## src/sv/sfc_pkg.sv

```systemverilog
// ----------------------------------------------------------------------------
// sfc_pkg
// shared types, constants and cipher functions of the feistel ctr cipher unit
// ----------------------------------------------------------------------------
package sfc_pkg;

  localparam int unsigned WordW  = 32;
  localparam int unsigned HalfW  = 16;
  localparam int unsigned QDepth = 2;

  localparam logic [WordW-1:0] LcgMul = 32'd340660715;
  localparam logic [WordW-1:0] LcgAdd = 32'd535838461;
  localparam logic [HalfW-1:0] KeyMix = 16'h7C36;

  localparam logic [3:0] SfcSbox [16] = '{
    4'd5, 4'd13, 4'd2, 4'd8, 4'd10, 4'd12, 4'd11, 4'd15,
    4'd0, 4'd7, 4'd14, 4'd6, 4'd9, 4'd1, 4'd3, 4'd4
  };

  // register indexes of the configuration port
  typedef enum logic [0:0] {
    REG_MASTER_KEY     = 1'b0,
    REG_INITIAL_VECTOR = 1'b1
  } sfc_reg_t;

  // one queued item: data block and its advanced counter value
  typedef struct packed {
    logic [WordW-1:0] pt;
    logic [WordW-1:0] ctr;
  } sfc_item_t;

  // queue status seen by the front part
  typedef struct packed {
    logic full;
    logic empty;
  } sfc_qstat_t;

  function automatic logic [HalfW-1:0] sfc_sp16(input logic [HalfW-1:0] x,
                                                input logic [HalfW-1:0] k);
    logic [HalfW-1:0] t;
    logic [HalfW-1:0] sub;
    logic [HalfW-1:0] res;
    t   = x ^ k;
    sub = '0;
    res = '0;
    for (int n = 0; n < HalfW / 4; n++) begin
      sub[4*n +: 4] = SfcSbox[t[4*n +: 4]];
    end
    for (int i = 0; i < HalfW; i++) begin
      res[(31 * i + 5) % HalfW] = sub[i];
    end
    return res;
  endfunction

  function automatic logic [WordW-1:0] sfc_sp32(input logic [WordW-1:0] x,
                                                input logic [WordW-1:0] k);
    logic [WordW-1:0] t;
    logic [WordW-1:0] sub;
    logic [WordW-1:0] res;
    t   = x ^ k;
    sub = '0;
    res = '0;
    for (int n = 0; n < WordW / 4; n++) begin
      sub[4*n +: 4] = SfcSbox[t[4*n +: 4]];
    end
    for (int i = 0; i < WordW; i++) begin
      res[(31 * i + 5) % WordW] = sub[i];
    end
    return res;
  endfunction

  // lai-massey round, 32-bit sp layer and half swap
  function automatic logic [WordW-1:0] sfc_mix(input logic [WordW-1:0] c,
                                               input logic [WordW-1:0] key);
    logic [HalfW-1:0] k1;
    logic [HalfW-1:0] k2;
    logic [HalfW-1:0] s;
    logic [WordW-1:0] m;
    logic [WordW-1:0] key32;
    logic [WordW-1:0] p;
    k1    = key[31:16];
    k2    = key[15:0];
    s     = sfc_sp16(c[31:16] ^ c[15:0], {k2[1:0], k2[15:2]});
    m     = {c[31:16] ^ s, c[15:0] ^ s};
    key32 = {{k1[6:0], k1[15:7]} ^ k2 ^ KeyMix, {k2[12:0], k2[15:13]}};
    p     = sfc_sp32(m, key32);
    return {p[15:0], p[31:16]};
  endfunction

  // two feistel rounds, keyed k1 then k2
  function automatic logic [WordW-1:0] sfc_rounds(input logic [WordW-1:0] c,
                                                  input logic [WordW-1:0] key);
    logic [WordW-1:0] r1;
    r1 = {c[15:0], c[31:16] ^ sfc_sp16(c[15:0], key[31:16])};
    return {r1[15:0], r1[31:16] ^ sfc_sp16(r1[15:0], key[15:0])};
  endfunction

endpackage

```

## src/sv/sfc_front.sv

```systemverilog
// ----------------------------------------------------------------------------
// sfc_front
// configuration registers, keystream counter and item intake
// ----------------------------------------------------------------------------
module sfc_front
  import sfc_pkg::*;
(
  input  logic             clk,
  input  logic             rst,
  input  logic             cfg_valid,
  input  logic [0:0]       cfg_index,
  input  logic [WordW-1:0] cfg_data,
  input  logic             in_valid,
  output logic             in_ready,
  input  logic [WordW-1:0] in_block,
  input  logic             in_last,
  input  sfc_qstat_t       qstat,
  output logic             push,
  output sfc_item_t        push_item,
  output logic [WordW-1:0] master_key
);

  logic [WordW-1:0] initial_vector;
  logic [WordW-1:0] counter;
  logic [WordW-1:0] counter_adv;

  // one lcg step, low word only
  assign counter_adv = counter * LcgMul + LcgAdd;

  assign in_ready       = !qstat.full;
  assign push           = in_valid && in_ready;
  assign push_item.pt   = in_block;
  assign push_item.ctr  = counter_adv;

  always_ff @(posedge clk) begin
    if (rst) begin
      master_key     <= '0;
      initial_vector <= '0;
      counter        <= '0;
    end else begin
      if (push) begin
        counter <= in_last ? initial_vector : counter_adv;
      end
      if (cfg_valid) begin
        unique case (sfc_reg_t'(cfg_index))
          REG_MASTER_KEY: begin
            master_key <= cfg_data;
          end
          REG_INITIAL_VECTOR: begin
            initial_vector <= cfg_data;
            counter        <= cfg_data;
          end
          default: begin
          end
        endcase
      end
    end
  end

endmodule

```

## src/sv/sfc_queue.sv

```systemverilog
// ----------------------------------------------------------------------------
// sfc_queue
// two-entry queue between intake and cipher pipeline
// ----------------------------------------------------------------------------
module sfc_queue
  import sfc_pkg::*;
(
  input  logic       clk,
  input  logic       rst,
  input  logic       push,
  input  sfc_item_t  push_item,
  input  logic       pop,
  output sfc_item_t  head,
  output sfc_qstat_t qstat
);

  sfc_item_t  entries [QDepth];
  logic       wr_ptr;
  logic       rd_ptr;
  logic [1:0] count;

  assign head        = entries[rd_ptr];
  assign qstat.full  = (count == 2'(QDepth));
  assign qstat.empty = (count == 2'd0);

  always_ff @(posedge clk) begin
    if (push) begin
      entries[wr_ptr] <= push_item;
    end
  end

  always_ff @(posedge clk) begin
    if (rst) begin
      wr_ptr <= 1'b0;
      rd_ptr <= 1'b0;
      count  <= '0;
    end else begin
      if (push) wr_ptr <= !wr_ptr;
      if (pop)  rd_ptr <= !rd_ptr;
      unique case ({push, pop})
        2'b10:   count <= count + 2'd1;
        2'b01:   count <= count - 2'd1;
        default: count <= count;
      endcase
    end
  end

  a_count_bound: assert property (@(posedge clk) disable iff (rst)
    count <= 2'(QDepth)) else $error("queue count beyond depth");
  a_no_pop_empty: assert property (@(posedge clk) disable iff (rst)
    qstat.empty |-> !pop) else $error("pop from empty queue");
  a_no_push_full: assert property (@(posedge clk) disable iff (rst)
    qstat.full |-> !push) else $error("push into full queue");
  a_count_up: assert property (@(posedge clk) disable iff (rst)
    (push && !pop) |=> count == $past(count) + 2'd1)
    else $error("queue count did not follow push");

endmodule

```

## src/sv/sfc_back.sv

```systemverilog
// ----------------------------------------------------------------------------
// sfc_back
// two-stage cipher pipeline with registered result
// ----------------------------------------------------------------------------
module sfc_back
  import sfc_pkg::*;
(
  input  logic             clk,
  input  logic             rst,
  input  logic [WordW-1:0] master_key,
  input  sfc_qstat_t       qstat,
  input  sfc_item_t        head,
  output logic             pop,
  output logic             out_valid,
  input  logic             out_ready,
  output logic [WordW-1:0] out_block
);

  logic             mix_valid;
  logic [WordW-1:0] mix_pt;
  logic [WordW-1:0] mix_state;
  logic             take;

  // result register frees when empty or being taken
  assign take = mix_valid && (!out_valid || out_ready);
  assign pop  = !qstat.empty && (!mix_valid || take);

  always_ff @(posedge clk) begin
    if (pop) begin
      mix_pt    <= head.pt;
      mix_state <= sfc_mix(head.ctr, master_key);
    end
    if (take) begin
      out_block <= mix_pt ^ sfc_rounds(mix_state, master_key);
    end
  end

  always_ff @(posedge clk) begin
    if (rst) begin
      mix_valid <= 1'b0;
      out_valid <= 1'b0;
    end else begin
      if (pop) begin
        mix_valid <= 1'b1;
      end else if (take) begin
        mix_valid <= 1'b0;
      end
      if (take) begin
        out_valid <= 1'b1;
      end else if (out_ready) begin
        out_valid <= 1'b0;
      end
    end
  end

  a_take_fills: assert property (@(posedge clk) disable iff (rst)
    take |=> out_valid) else $error("result lost after stage move");
  a_stall_keeps: assert property (@(posedge clk) disable iff (rst)
    (mix_valid && out_valid && !out_ready) |=> mix_valid)
    else $error("mix stage dropped while stalled");
  a_pop_room: assert property (@(posedge clk) disable iff (rst)
    pop |-> (!mix_valid || take)) else $error("pop into occupied stage");

endmodule

```

## src/sv/sp_feistel_ctr_cipher32_unit.sv

```systemverilog
// ----------------------------------------------------------------------------
// sp_feistel_ctr_cipher32_unit
// counter-mode stream cipher on 32-bit items with a toy sp/feistel cipher
// ----------------------------------------------------------------------------
// path: an accepted item goes through a queue entry, the mix stage and the result register
// throughput: one item per cycle while the receiver does not stall, set by the single lcg step of the counter
// the cipher runs in two pipeline stages behind a two-entry queue
// reset: key, initial vector and counter clear to zero, queue and stages empty
// configuration writes are always taken
// ----------------------------------------------------------------------------
module sp_feistel_ctr_cipher32_unit
  import sfc_pkg::*;
(
  input  logic             clk,
  input  logic             rst,
  // configuration write channel
  input  logic             cfg_valid,
  output logic             cfg_ready,
  input  logic [0:0]       cfg_index,   // 0 master_key, 1 initial_vector
  input  logic [WordW-1:0] cfg_data,
  // input items
  input  logic             s_axis_tvalid,
  output logic             s_axis_tready,
  input  logic [WordW-1:0] s_axis_tdata,  // [31:0] plaintext_block
  input  logic             s_axis_tlast,  // last_block
  // result items
  output logic             m_axis_tvalid,
  input  logic             m_axis_tready,
  output logic [WordW-1:0] m_axis_tdata   // [31:0] cipher_block
);

  logic             push;
  logic             pop;
  sfc_item_t        push_item;
  sfc_item_t        head;
  sfc_qstat_t       qstat;
  logic [WordW-1:0] master_key;

  // configuration never stalls
  assign cfg_ready = 1'b1;

  // front: registers, counter advance per item, reload after a last item
  sfc_front u_front (
    .clk        (clk),
    .rst        (rst),
    .cfg_valid  (cfg_valid),
    .cfg_index  (cfg_index),
    .cfg_data   (cfg_data),
    .in_valid   (s_axis_tvalid),
    .in_ready   (s_axis_tready),
    .in_block   (s_axis_tdata),
    .in_last    (s_axis_tlast),
    .qstat      (qstat),
    .push       (push),
    .push_item  (push_item),
    .master_key (master_key)
  );

  // queue decouples intake from the cipher pipeline
  sfc_queue u_queue (
    .clk       (clk),
    .rst       (rst),
    .push      (push),
    .push_item (push_item),
    .pop       (pop),
    .head      (head),
    .qstat     (qstat)
  );

  // back: enciphers the counter and xors the data block
  sfc_back u_back (
    .clk        (clk),
    .rst        (rst),
    .master_key (master_key),
    .qstat      (qstat),
    .head       (head),
    .pop        (pop),
    .out_valid  (m_axis_tvalid),
    .out_ready  (m_axis_tready),
    .out_block  (m_axis_tdata)
  );

endmodule

```

## config.mk

```make
export PLATFORM = sky130hd
export DESIGN_NAME = sp_feistel_ctr_cipher32_unit
export DESIGN_NICKNAME = d
export VERILOG_FILES = /design/src/sv/sfc_pkg.sv /design/src/sv/sfc_front.sv /design/src/sv/sfc_queue.sv /design/src/sv/sfc_back.sv /design/src/sv/sp_feistel_ctr_cipher32_unit.sv
export SDC_FILE = /design/constraint.sdc
export NUM_CORES = 1
export LEC_CHECK = 0
export BUFFER_PORTS_ARGS = -buffer_cell sky130_fd_sc_hd__clkbuf_2
export CORE_UTILIZATION = 60
export DETAILED_ROUTE_END_ITERATION = 7
export MAX_ROUTING_LAYER = met4
export PLACE_DENSITY = 0.78
export SLEW_MARGIN = 25
export SYNTH_ARGS = -nofsm -noshare
export SYNTH_HDL_FRONTEND = slang
export SYNTH_SLANG_ARGS = --single-unit
```

## constraint.sdc

```tcl
create_clock -name clk -period 9.45 [get_ports clk]
set_input_delay 0.4725 -clock clk [delete_from_list [all_inputs] [get_ports clk]]
set_output_delay 0.4725 -clock clk [all_outputs]
set_load 0.05 [all_outputs]
```

## Word-level counts from Yosys, hierarchy flattened

Memory sizes are Yosys's and may differ from the RTL's. A register that Yosys moved wholly into a read port is not among the register bits.
Index checks and enable logic that the tools add are counted.
Widths: inputs -> output; s select.

- Muxes and demuxes: 37
- Divide/modulo/power cells: 0
- Reductions and logical operators: 17
- Equality and inequality tests: 3
- Shift operators: 0
- Magnitude comparators: 12
- $mul: 1
- Add/sub/neg operators: 3
- Bitwise operators: 33

Operators by type and width:

| operator | count |
|---|---|
| $xor 16x16->16 | 9 |
| $mux 32 | 4 |
| $not 4->5 | 20 |
| $mux 4 | 24 |
| $xor 32x32->32 | 2 |
| $ge 5x5->1 const B | 12 |
| $add 32x29->32 const B | 1 |
| $mul 32x29->32 const B | 1 |
| $not 9->9 | 1 |
| $mux 1 | 8 |
| $logic_not 1->1 | 6 |
| $reduce_bool 2->1 | 3 |
| $eq 2x2->1 const B | 2 |
| $pmux 2 s2 | 1 |
| $reduce_and 2->1 | 2 |
| $logic_and 1x1->1 | 3 |
| $add 2x1->2 const B | 1 |
| $eq 2x1->1 const B | 1 |
| $logic_not 2->1 | 1 |
| $logic_or 1x1->1 | 2 |
| $sub 2x1->2 const B | 1 |
| $not 1->1 | 1 |

- Word-level logic and storage cells: 137
- Memories kept: 21
- Bits in latches: 0
- Bits in writable memories: 128
- Register bits after elaboration: 166
- Output and inout bits: 35
- ROM bits: 1280

Memories:

| name | words | bits a word | read ports | clocked after Yosys merged registers in | write ports | line | source |
|---|---|---|---|---|---|---|---|
| u_queue.entries | 2 | 64 | 1 | 1 | 1 | sfc_queue.sv:17 | `sfc_item_t entries [QDepth];` |
| (name not given) | 16 | 4 | 1 | 1 | 0 | sfc_pkg.sv:64 | `sub[4*n +: 4] = SfcSbox[t[4*n +: 4]];` |
| (name not given) | 16 | 4 | 1 | 1 | 0 | sfc_pkg.sv:64 |  |
| (name not given) | 16 | 4 | 1 | 1 | 0 | sfc_pkg.sv:64 |  |
| (name not given) | 16 | 4 | 1 | 1 | 0 | sfc_pkg.sv:64 |  |
| (name not given) | 16 | 4 | 1 | 1 | 0 | sfc_pkg.sv:64 |  |
| 15 more memories | n/a | n/a | n/a | n/a | n/a | n/a |  |

## Logic depth before layout (Yosys ltp)

Gate-level depths: netlist (run 1).

- Depth after elaboration: 13
- Gate-level depth with buffers: 26

## Modules after synthesis

From an unflattened synthesis (run 1), not the netlist that was laid out.

- Cells, all modules: 2283
- Area total of the unflattened synthesis: 25418.1 um^2

Modules (own cells, without submodules):

| module | cells each | area each (um^2) | instances |
|---|---|---|---|
| sfc_front | 1399 | 12902.4 | 1 |
| sfc_back | 661 | 7684.9 | 1 |
| sfc_queue | 221 | 4819.6 | 1 |
| sp_feistel_ctr_cipher32_unit | 2 | 11.3 | 1 |

## Worst setup path after synthesis (run 1)

No wires, ideal clock.

- Path kind: register -> register
- Start point: register u_front.counter[5]
- End point: memory u_queue.entries[0][24] (netlist name) (data pin)
- Required time: 9.192 ns
- Arrival: 6.444 ns
- Path buffers: 0
- Setup time: 0.258 ns
- Slack: 2.748 ns
- Cell stages (with the launch flop): 23
- Path through: dfxtp_1 -> inv_1 -> fa_1 -> inv_1 -> fa_1 -> ha_1 -> fa_1 -> fa_1 -> inv_1 -> fa_1 -> inv_1 -> fa_1 -> inv_1 -> fa_1 -> inv_1 -> ha_1 -> and3_1 -> o2bb2ai_1 -> a221oi_2 -> a21boi_0 -> o311a_1 -> or3_1 -> and2_1

RTL lines:

| item | line | source |
|---|---|---|
| start: declaration | sfc_front.sv:24 | `logic [WordW-1:0] counter;` |
| start signal: assignment | sfc_front.sv:42 | `counter <= in_last ? initial_vector : counter_adv;` |
| start signal: assignment | sfc_front.sv:51 | `counter <= cfg_data;` |
| end: declaration | sfc_queue.sv:17 |  |

==> reports/qor.txt, run 1 <==
outcome: finished with violations
failing checks: design-rule violations
Hold Fails Final Rpt: 0
r2r worst-path depth: 23
# port buffers: 104
root buffer cell: clkbuf_16
worst hold path type: primary input to flip-flop
starting DRC count in detailed routing: 1233
CTS H-tree lvls: 2
DRC: 1
worst r2r dst: u_front.counter[21]
unrepaired setup endpoints after global routing: no
Critical Path RT: 9.82 ns
synthesized flop and latch total: 327
register area share after synthesis: 0.348
CP Launch Point: u_front.counter[5]
Post-CTS Setup Bufs: 0
crit-path max FO: 11
clock sinks: 327
first-pass GRT wire length: 107000 µm
Worst Hold Depth: 1
final WL: 68800 µm
largest net degree at the start of global routing: 90
CTS tree: done
remaining global-route overflow: 0
Final setup viols: 0
Ant. Diodes: 0
Clock transition at path regs: 0.06 ns
Inst Count DP: 2858
die height: 207 µm
CTS Hold Bufs: 0
synth unique cells: 80
Die Span X: 207 µm
FF-to-FF Start: u_front.counter[5]
hold slack: 0.125 ns
Fmax: 134 MHz
Pre-antenna DRT Iters: 8
detailed-route via count: 17500
CP Class: flip-flop to flip-flop
setup TNS: 0 ns
Critical Path Most Common Cell: fa_1
Max Cap Viol: 0
CORE AREA: 41100 µm²
final worst slack: 1.97 ns
layout cells sized above 1: 0.110
Worst Tran Pin Value: 1.05 ns
hold path start: s_axis_tdata[19]
Final ANT Viol Nets: 0
YS warnings: 0
slowest cell on the critical path: dfxtp_1
vias in the first global route: 18100
final-report max-slew violation count: 0
most frequent cell after synthesis: inv_1
Top FF cell, synth: edfxtp_1
Wirelength per Cell: 23.5 µm
area leader, netlist: edfxtp_1
initial antenna violation count: 0
post_cts resized: 0
CP Data Arrival Time: 7.85 ns
# IOs: 106
final std cells w/o fill: 2924
standard-cell rows: 74
nature of the critical path startpoint: flip-flop
Post-Syn Instances: 2281
Synth top cells by count: inv_1 (284), edfxtp_1 (224), nand2_1 (200), xnor2_1 (200), fa_1 (198)
vias per std cell: 5.97
ranking of synthesized cells by area: edfxtp_1 (27%), fa_1 (16%), ha_1 (9.3%)
CP Capture Type: flip-flop
Final Skew: 0.0256 ns
CTS buffer count: 36
Max transition margin: 0.298
fin nets: 2822
Initial Util: 0.614
crit-path max cell delay: 0.75 ns
worst-path cell chain: inv_1 > fa_1 > inv_1 > fa_1 > ha_1 > fa_1 > fa_1 > inv_1 > fa_1 > inv_1 > fa_1 > inv_1 > fa_1 > inv_1 > ha_1 > and3_1 > o2bb2ai_1 > a221oi_2 > o21ai_0 > a311oi_1 > nor3_1 > a211oi_1 > o22ai_1
ys async rst share: 0
Period Utilization, post-route: 0.792
Tmin final: 7.48 ns
post-synthesis net count: 2738
R2R Setup Slk: 1.97 ns
area grow syn2layout: 8.76%
Detail Placement HPWL: 54500 µm
mapped cell area: 25200 µm²
Hold Path End: u_queue.entries[1][51]
worst-case clock buffer depth: 3
gp weighted congestion: 0.990
EDFF count, synth: 224
clk_lat worst skew: 0.54 ns
Mapped Avg Cell Area: 11.1 µm²
area share of the leading cell type in the synthesized netlist: 0.267
gr usage total: 0.340
die area: 42900 µm²
Placement Setup Slack: 1.99 ns
## worst max-delay path: cells and delay by family, from the launching register on
kind	cells	cell delay [ns]
AOI/OAI and AO/OA	6	1.76
and+or+nand+nor	2	0.33
adders and majority gates	9	3.99
DFF	1	0.75
buffers and inverters	6	0.51
## worst max path at each step
stage | endpoint | slack [ns] | cells after the start
after detailed placement | u_front.counter[25] | 1.99 | 23
final | u_front.counter[21] | 1.97 | 23
after floorplan | u_queue.entries[0][24] | 2.75 | 22
after CTS | u_front.counter[25] | 1.96 | 23
after global placement | u_front.counter[25] | 2.07 | 23
after global routing | u_front.counter[21] | 1.59 | 23
## cells in the final DEF (no fill, tap or decap), drive strengths merged, types with 9 or more instances in the layout
cell,netlist,layout
nor2b,11,11
mux2,34,34
xor2,109,109
buf,25,14
nand3,21,21
dfxtp,103,103
a21o,21,21
and3,13,13
o21ai,60,60
o22ai,9,9
edfxtp,224,224
inv,285,289
nor2,56,56
clkinv,0,12
xnor2,212,212
nand2,200,200
fa,198,198
a221oi,11,11
ha,188,188
nor3,45,45
a211oi,45,45
o211ai,30,30
mux2i,69,69
and2,14,14
or3,11,11
a21oi,129,129
a31oi,10,10
clkbuf,46,146
xnor3,10,10
## state kept, by name, summed over array words and instances, names as in the netlist, 2 cells and up, named ones only
signal	count
u_queue.entries	128
u_back.mix_pt	32
u_back.mix_state	32
u_back.out_block	32
u_front.counter	32
u_front.initial_vector	32
u_front.master_key	32
u_queue.count	2
## per-layer routing
metal | global-route usage | vias to the layer above | wire length (µm)
li1 | - | 7955 | -
met1 | 0.408 | 8686 | 27300
met2 | 0.583 | 667 | 34500
met3 | 0.0362 | 159 | 3730
met4 | 0.146 | 0 | 3260
met5 | - | - | 0
## cells by family after synthesis
kind of cell | after synthesis | share of synthesized area
buffers and inverters | 356 | 0.0544
flip-flops | 327 | 0.348
adder cells (fa/ha/maj) | 386 | 0.250
AO/OA/AOI/OAI | 380 | 0.102
multiplexers | 103 | 0.0463
AND/OR/NAND/NOR | 394 | 0.0697
other | 1 | 0.000149
XOR/XNOR | 334 | 0.129
## cell type report
cell class / instances / area (µm²)
fill: 3099 / 13700
clock buffer: 43 / 978
tap: 532 / 666
clock inverter: 22 / 191
inverter: 285 / 1070
multi-input combinational: 1598 / 15100
timing repair buffer: 117 / 641
sequential: 327 / 8790
## per-stage QoR
stage | utilization | cell area (µm²)
after floorplan | - | 25200
after global placement | 0.638 | 26200
after detailed placement | 0.638 | 26200
after CTS | 0.667 | 27400
after global routing | 0.668 | 27400
final | 0.668 | 27400
Power of run 1 is not shown: default switching activity piles up to over one toggle a cycle in this logic, so the estimate is an artifact.
==> run 2: changes to the inputs <==
- ABC_AREA: default -> 1
- clock period: 9.45 -> 7.6 ns (I/O delays scaled with it)
==> run 2 against run 1 <==
Effect of this change:
- core utilization is 0.73 points higher
- clock-buffer cell count increased by 7
- synthesized cell count grew 21%
- global-route usage grew 2.2 points
- flip-flop and latch count unchanged
- the flow now finishes without violations
- worst hold slack worse by 0.11 ns
- cell count rose by 18%
- cell area rose by 1.5%
- worst setup slack lost 1.2 ns
- fmax is 9.1% higher
- die area rose by 0.59%
==> reports/qor.txt, run 2 <==
r2r worst-path depth: 27
max reg flops: 128
Hold Path End: u_queue.entries[0][61]
Max transition margin: 0.324
nature of the critical path startpoint: flip-flop
detailed-route via count: 19500
starting DRC count in detailed routing: 1605
die height: 208 µm
met1 WL: 29000 µm
Final setup viols: 0
unrepaired setup endpoints after global routing: no
Initial Util: 0.615
synthesized flop and latch total: 327
Clock transition at path regs: 0.06 ns
Worst Tran Pin Value: 1.01 ns
clk_lat worst skew: 0.56 ns
Top FF cell, synth: edfxtp_1
CTS tree: done
clock sinks: 327
hold path start: s_axis_tdata[29]
gr usage total: 0.362
mapped cell area: 25400 µm²
vias in the first global route: 19700
Final Skew: 0.0139 ns
Mapped Avg Cell Area: 9.19 µm²
Post-Syn Instances: 2763
R2R Setup Slk: 0.74 ns
post-synthesis net count: 3220
Hold Fails Final Rpt: 0
hold slack: 0.0184 ns
Met2 Routed Length: 36100 µm
register area share after synthesis: 0.346
CP Class: flip-flop to flip-flop
initial antenna violation count: 2
# port buffers: 104
Wirelength per Cell: 21.5 µm
top library cells by usage in the layout, fill and taps aside: nand2_1 (648), inv_1 (442), edfxtp_1 (224)
most common cell after layout, fill and taps aside: nand2_1
EDFF count, synth: 224
crit-path max FO: 10
Synth top cells by count: nand2_1 (649), inv_1 (443), edfxtp_1 (224)
Post-CTS Setup Bufs: 0
Placement Setup Slack: 0.813 ns
Synth Area in Compound Gates: 0.0657
CP Capture Type: flip-flop
Die Span X: 208 µm
CORE AREA: 41300 µm²
YS warnings: 0
worst r2r dst: u_front.counter[19]
CTS buffer count: 37
most frequent cell after synthesis: nand2_1
area grow syn2layout: 9.79%
Inst Count DP: 3370
WL met3: 4800 µm
Fmax: 146 MHz
area share of the leading cell type in the synthesized netlist: 0.265
Top Layer Used: met4
post-synthesis mux area share: 0.0142
Post-Synth XOR/XNOR Area: 0.0878
DRC: 0
CP Data Arrival Time: 7.26 ns
worst-case clock buffer depth: 3
die area: 43100 µm²
layout cells sized above 1: 0.108
worst hold path type: primary input to flip-flop
Worst Hold Depth: 1
ranking of synthesized cells by area: edfxtp_1 (27%), fa_1 (16%), nand2_1 (9.6%)
Adder-Cell Fraction of Synth Area: 0.249
FF-to-FF Start: u_front.counter[5]
setup TNS: 0 ns
gp weighted congestion: 0.992
Tmin final: 6.86 ns
final WL: 74100 µm
remaining global-route overflow: 0
area leader, netlist: edfxtp_1
largest family of logic cells by synthesized area: adder cells
root buffer cell: clkbuf_16
ys async rst share: 0
first-pass GRT wire length: 113000 µm
Pre-antenna DRT Iters: 6
# IOs: 106
fin nets: 3343
largest net degree at the start of global routing: 93
Max Cap Viol: 0
Detail Placement HPWL: 58900 µm
outcome: completed
Critical Path RT: 8.00 ns
CTS H-tree lvls: 2
vias per std cell: 5.66
final std cells w/o fill: 3448
Period Utilization, post-route: 0.903
final worst slack: 0.737 ns
standard-cell rows: 74
synth unique cells: 44
Largest Register: u_queue.entries
Final ANT Viol Nets: 0
simple-gate area share of the yosys netlist: 0.156
final-report max-slew violation count: 0
==> run 2: cell types whose count changed after synthesis, sizes merged, moves of 20 or more <==
cell,before,now
mux2i,69,0
xnor2,212,99
inv,285,471
o211ai,30,10
nand2,200,659
xor2,109,134
nand3b,0,25
nor3,45,7
a211oi,45,13
nand3,21,120
nor2,56,120
o21ai,60,112
==> run 2: worst max-delay path by stage <==
stage | endpoint | startpoint | slack (ns) | cells after the start
final | u_front.counter[19] | u_front.counter[5] | 0.74 | 27
after global routing | u_front.counter[27] | u_front.counter[5] | 0.35 | 29
after CTS | u_front.counter[29] | u_front.counter[5] | 0.77 | 28
after global placement | u_front.counter[27] | u_front.counter[5] | 0.87 | 29
after detailed placement | u_front.counter[27] | u_front.counter[5] | 0.81 | 29
after floorplan | u_front.counter[24] | u_front.counter[0] | 1.44 | 29
==> run 2: per-layer routing <==
| layer | global-route usage | up-vias |
|---|---|---|
| li1 | - | 9050 |
| met1 | 0.433 | 9555 |
| met2 | 0.605 | 740 |
| met3 | 0.0451 | 173 |
| met4 | 0.182 | 0 |
| met5 | - | - |
==> run 2: area by class of cell <==
class | instances | area, µm²
diodes | 1 | 2.50
clock buffers | 50 | 1020
clock inverters | 18 | 183
fillers | 3346 | 13400
inverters | 473 | 1780
multi-input cells | 1904 | 14600
flip-flops and latches | 327 | 8790
well taps | 532 | 666
repair buffers | 143 | 862
==> run 2: kinds of logic (layout without fill, tap and decap cells) <==
logic type | Yosys count | in the layout
buf+inv | 532 | 684
xor+xnor | 233 | 233
mux | 32 | 32
other cells | 1 | 2
fa+ha+maj | 386 | 386
simple gates | 954 | 954
compound gates | 298 | 298
flops | 327 | 327
==> run 2: metrics by stage <==
| step | cell area (µm²) | util |
|---|---|---|
| floorplan | 25400 | - |
| CTS | 27900 | 0.675 |
| finish | 27900 | 0.675 |
| detailed placement | 26600 | 0.643 |
| global placement | 26500 | 0.643 |
| global route | 27900 | 0.675 |
==> run 2: worst max-delay path: stages, from the launching register on <==
cell and delay [ns]:
dfxtp_1 0.68, inv_1 0.28, fa_1 0.45, inv_1 0.08, fa_1 0.41, ha_1 0.32
fa_1 0.42, fa_1 0.55, inv_1 0.06, fa_1 0.53, inv_1 0.05, fa_1 0.47
inv_1 0.07, fa_1 0.51, inv_1 0.04, ha_1 0.32, nand2_1 0.10, inv_1 0.06
a21oi_1 0.19, nand3_1 0.19, inv_1 0.10, o21bai_1 0.07, xnor2_1 0.29, inv_1 0.13
nor2_1 0.11, o21ai_0 0.08, nand2_1 0.06, a21oi_1 0.08
==> run 2: timing repair <==
item / 4_1_cts / 5_1_grt
resized for setup: 0 / 0
hold buffers: 8 / 1
hold endpoints to repair: 14 / 2
Power of run 2 is left out for the same reason.
